$ cat src/design/gtf_div.sv
// ----------------------------------------------------------------------------
// gtf_div
// Pipelined restoring divider, one quotient bit per stage, with sideband tag.
// Requires num < den * 2**QW.
// ----------------------------------------------------------------------------
`default_nettype none

module gtf_div #(
    parameter int NW = 32,
    parameter int DW = 20,
    parameter int QW = 12,
    parameter int TW = 8
) (
    input  wire logic          i_clk,
    input  wire logic          i_rst_n,
    input  wire logic          i_vld,
    input  wire logic [NW-1:0] i_num,
    input  wire logic [DW-1:0] i_den,
    input  wire logic [TW-1:0] i_tag,
    output logic               o_vld,
    output logic [QW-1:0]      o_quo,
    output logic [DW-1:0]      o_rem,
    output logic [DW-1:0]      o_den,
    output logic [TW-1:0]      o_tag
);

    localparam int EW = QW + DW;

    logic [EW-1:0] ext;
    logic [QW-1:0] r_vld;
    logic [DW-1:0] r_rem [0:QW-1];
    logic [QW-1:0] r_low [0:QW-1];
    logic [DW-1:0] r_den [0:QW-1];
    logic [TW-1:0] r_tag [0:QW-1];

    assign ext = EW'(i_num);

    for (genvar k = 0; k < QW; k++) begin : g_st
        logic          a_vld;
        logic [DW-1:0] a_rem;
        logic [QW-1:0] a_low;
        logic [DW-1:0] a_den;
        logic [TW-1:0] a_tag;
        logic [DW:0]   trial;
        logic          fits;

        if (k == 0) begin : g_in
            assign a_vld = i_vld;
            assign a_rem = ext[EW-1:QW];
            assign a_low = ext[QW-1:0];
            assign a_den = i_den;
            assign a_tag = i_tag;
        end else begin : g_mid
            assign a_vld = r_vld[k-1];
            assign a_rem = r_rem[k-1];
            assign a_low = r_low[k-1];
            assign a_den = r_den[k-1];
            assign a_tag = r_tag[k-1];
        end

        assign trial = {a_rem, a_low[QW-1]};
        assign fits  = trial >= {1'b0, a_den};

        always_ff @(posedge i_clk) begin
            if (!i_rst_n) begin
                r_vld[k] <= 1'b0;
            end else begin
                r_vld[k] <= a_vld;
            end
        end

        always_ff @(posedge i_clk) begin
            r_rem[k] <= fits ? DW'(trial - {1'b0, a_den}) : DW'(trial);
            r_low[k] <= {a_low[QW-2:0], fits};
            r_den[k] <= a_den;
            r_tag[k] <= a_tag;
        end
    end

    assign o_vld = r_vld[QW-1];
    assign o_quo = r_low[QW-1];
    assign o_rem = r_rem[QW-1];
    assign o_den = r_den[QW-1];
    assign o_tag = r_tag[QW-1];

endmodule

`default_nettype wire

$ cat config.mk
export PLATFORM = sky130hd
export DESIGN_NAME = gtf_div
export DESIGN_NICKNAME = d
export VERILOG_FILES = /design/src/design/gtf_div.sv
export SDC_FILE = /design/constraint.sdc
export NUM_CORES = 1
export LEC_CHECK = 0
export BUFFER_PORTS_ARGS = -buffer_cell sky130_fd_sc_hd__buf_2
export CORE_ASPECT_RATIO = 1.2
export CORE_MARGIN = 10
export CORE_UTILIZATION = 35
export DETAILED_ROUTE_END_ITERATION = 12
export GPL_ROUTABILITY_DRIVEN = 0
export GPL_TIMING_DRIVEN = 1
export PLACE_DENSITY = 0.61
export SLEW_MARGIN = 5
export SYNTH_ARGS = -nofsm -noshare
export SYNTH_HDL_FRONTEND = slang
export SYNTH_SLANG_ARGS = --single-unit
$ cat constraint.sdc
create_clock -name i_clk -period 3.5 [get_ports i_clk]
set_input_delay 0.7 -clock i_clk [delete_from_list [all_inputs] [get_ports i_clk]]
set_output_delay 0.7 -clock i_clk [all_outputs]
set_load 0.02 [all_outputs]
== Word level (Yosys, flattened, before mapping) ==
Memory sizes are Yosys's and may differ from the RTL's.
Cells that the tools add are included.

* Muxes and demuxes: 12
* $add $sub $neg: 12
* $lt $le $gt $ge: 12

{| class="wikitable"
|+ Operators with widths
! kind !! number
|-
| >= comparator 21 x 20 -> 1 bit || 12
|-
| 2-to-1 mux 20 bit || 12
|-
| subtractor 20 bit || 12
|}

* Register bits after elaboration: 12
* Output and inout port bits: 61
* Memory bits (writable): 720
* Word-level logic and storage cells: 52
* Memories: 4

{| class="wikitable"
|+ Memories
! name !! depth !! bits a word !! rd ports !! clocked after Yosys merged registers in !! write ports !! RTL line !! RTL
|-
| r_den || 12 || 20 || 12 || 0 || 12 || 33 || <nowiki>logic [DW-1:0] r_den [0:QW-1];</nowiki>
|-
| r_rem || 12 || 20 || 12 || 0 || 12 || 31 || <nowiki>logic [DW-1:0] r_rem [0:QW-1];</nowiki>
|-
| r_low || 12 || 12 || 12 || 0 || 12 || 32 || <nowiki>logic [QW-1:0] r_low [0:QW-1];</nowiki>
|-
| r_tag || 12 || 8 || 12 || 0 || 12 || 34 || <nowiki>logic [TW-1:0] r_tag [0:QW-1];</nowiki>
|}

== Logic depth before layout (Yosys ltp) ==
* Word-level depth: 2
* Gate-level depth with buffers: 14

== Least setup slack after synthesis ==
No wires, ideal clock.

* Path kind: input port to flip-flop
* Start point: in i_den[10]
* End point: mem r_rem[0][14]
* Setup slack: 401 ps
* Stages: 12
* Arrival: 2979 ps
* Data required time: 3379 ps
* Library setup time: 121 ps
* Path through: inv_1 -> ha_1 -> clkbuf_1 -> nand3_1 -> inv_1 -> nand3_1 -> nor4_1 -> a41o_1 -> nor3_1 -> a21oi_1 -> buf_2 -> mux2_2

{| class="wikitable"
|+ RTL lines
! item !! RTL line !! RTL
|-
| from (decl) || 18 || <nowiki>input wire logic [DW-1:0] i_den,</nowiki>
|-
| to (decl) || 31 ||
|}

==> out/qor.txt <==
Max cap viols - 0
Period Utilization, post-route - 93.5%
Via count - 20200
IO buf count - 123
Clk Latency, worst-skew pair - 0.63 ns
Post-Syn Nets - 3255
Clock Sinks - 732
H-Tree Depth - 3
Yosys warns - 0
Drt wl/cell - 13.8 um
Hold Fails Final Rpt - 0
DRT Wirelength - 59600 um
Req. time, crit path - 4.00 ns
Clock Path Buffers - 3
Fillers - 8161
Post-synth EDFFs - 0
Initial antenna violation count - 1
Vias per cell - 4.68
First-pass GRT wire length - 98900 um
Area post-placement - 31700 um^2
CTS tree - done
Post-DP HPWL - 46300 um
Final Power - 34.7 mW
Area occupied by multi-input gates - 13600 um^2
Flops & latches, synth - 732
CP top delay family - compound AO/OA/AOI/OAI gates
CTS Hold Bufs - 0
Share of layout cells above drive strength 1 - 13.2%
Die height - 339 um
CP Launch Type - flip-flop
Post-synth top cells - 732 x dfxtp_1, 299 x inv_1, 240 x ha_1
Initial DRC count - 704
RSZ-0062 raised after global routing - false
Fin Setup TNS - 0 ns
Area grow syn2layout - 16.1%
Dpl ws - -0.134 ns
Crit-path cells - inv_1 > ha_1 > nor2b_1 > o31a_1 > o21ai_0 > o21ai_1 > a21boi_0 > o21ai_0 > a311o_1 > o2bb2ai_1 > mux2_2
Crit path buf inv count - 1
DRC viols - 0
Die area - 96700 um^2
Critical path class - reg -> reg
Worst stage delay on the critical path - 0.42 ns
Ys flop type - dfxtp_1
Slew @ Worst Pin - 0.730 ns
Die width - 285 um
Post-synth ARST share - 0%
Most used cell, CP - o21ai_0
Worst setup EP type - flip-flop
Yosys top cell area share - 49.5%
Antenna-violating nets left - 0
Slew HR - 50.9%
Setup ws final - 0.226 ns
Most common cell in the netlist - dfxtp_1
Starting density of the core - 35.4%
Outcome - complete, no violations
Static leakage - 15.8 nW
Clk root buf - clkbuf_16
Power per cell area - 1010 nW/um^2
Reg area - 14700 um^2
Cell type with the highest aggregate area in the netlist - dfxtp_1
CTS resizes - 2
Vias in the first global route - 20700
CP max stage cell - o21ai_0
Final min period - 3.27 ns
Total global-route track usage - 12.2%
Yosys cell types - 84
Post-layout instance area - 34400 um^2
Syn Area/Cell - 10.1 um^2
Sequential share of the synthesized area - 49.5%
Postcts setup bufs - 0
Total core area - 83600 um^2
Crit path DAT - 3.77 ns
CTS clk-pin slew, worst paths - 0.06 ns
Maximum number of pins on one net before global-route repair - 37
Drt first pass iters - 6
Worst Path Max Fanout - 3
Boundary pin count - 124
Nets@finish - 3448
Worst vdd ir - 527 uV
Fmax - 305 MHz
Hold slack - 0.169 ns
Setup violators final - 0
Num rows - 116
Hold Crit Class - in -> reg
Largest cells by area after synthesis - dfxtp_1 50%, ha_1 10%, inv_1 3.8%
Final Slew Violations - 0
Final setup skew - 0.0191 ns
Total CTS buffers - 77
Synth Cell Area - 29600 um^2
Gate Count Post-Synth - 2940
Overflow after GRT - 0
registers in the layout, summed over array words and instances, names as in the netlist:
signal / count
r_den: 240
g_st.a_vld: 11
o_vld: 1
r_rem: 240
r_tag: 96
r_low: 144
per-layer routing:
| layer | wire, um | GRT usage, % |
|---|---|---|
| met4 | 3640 | 7.70 |
| met2 | 30600 | 23.1 |
| met5 | 0 | 0 |
| met1 | 22900 | 11.9 |
| met3 | 2470 | 2.65 |
per-stage QoR:
step	utilization, %	std cells
finish	41.1	4315
global route	41.1	4314
CTS	41.1	4314
detailed placement	38.0	4175
global placement	38.0	4175
floorplan	-	2940
cell type report:
cell class | count | area share (%)
Antenna cell | 1 | 0.00728
Clock inverter | 28 | 1.03
Tap cell | 1121 | 4.08
Clock buffer | 111 | 6.57
Multi-Input combinational cell | 1860 | 39.6
Inverter | 300 | 3.28
Sequential cell | 732 | 42.6
Timing Repair Buffer | 162 | 2.83
where the power goes:
part           switching, mW  internal [mW]  total, mW
registers               1.02           10.5       11.6
clock network           3.34           4.90       8.24
logic                   7.90           7.01       14.9
layout by cell type (no fill, tap or decap), drive strengths merged, types with 30 or more instances in the layout:
cell / netlist / layout
a21o: 88 / 88
xnor2: 105 / 105
ha: 240 / 240
nand2: 168 / 168
nand3: 53 / 53
xor2: 75 / 75
o21a: 30 / 30
nand2b: 30 / 30
nor2: 173 / 173
clkbuf: 31 / 111
mux2: 101 / 101
o21ai: 175 / 175
a21oi: 202 / 202
nor2b: 33 / 33
nor3: 41 / 41
buf: 17 / 162
inv: 300 / 308
dfxtp: 732 / 732
worst reg2reg max path, cell delays in order, from the launching register on:
cell       delay (ns)
dfxtp_1          0.37
inv_1            0.06
ha_1             0.28
nor2b_1          0.15
o31a_1           0.29
o21ai_0          0.43
o21ai_1          0.24
a21boi_0         0.39
o21ai_0          0.20
a311o_1          0.38
o2bb2ai_1        0.12
mux2_2           0.26
final timing paths:
check / from / to / slack [ns] / depth (start not counted)
worst max register to register: r_den[3][1] / r_rem[1][19] / 0.23 / 11
worst min register to register: r_tag[0][3] / r_tag[1][3] / 0.31 / 0
worst min-delay path: i_tag[2] / r_tag[0][2] / 0.17 / 1
worst max-delay path: r_den[3][1] / r_rem[1][19] / 0.23 / 11
cell families after synthesis:
kind of cell,Yosys count,share of synthesized area [%]
flops,732,49.5
compound gates,685,14.9
simple gates,630,10.3
buf+inv,348,4.61
fa+ha+maj,252,11.0
xor+xnor,180,5.33
mux,113,4.46
No activity file was read; power rests on OpenSTA's default activity.
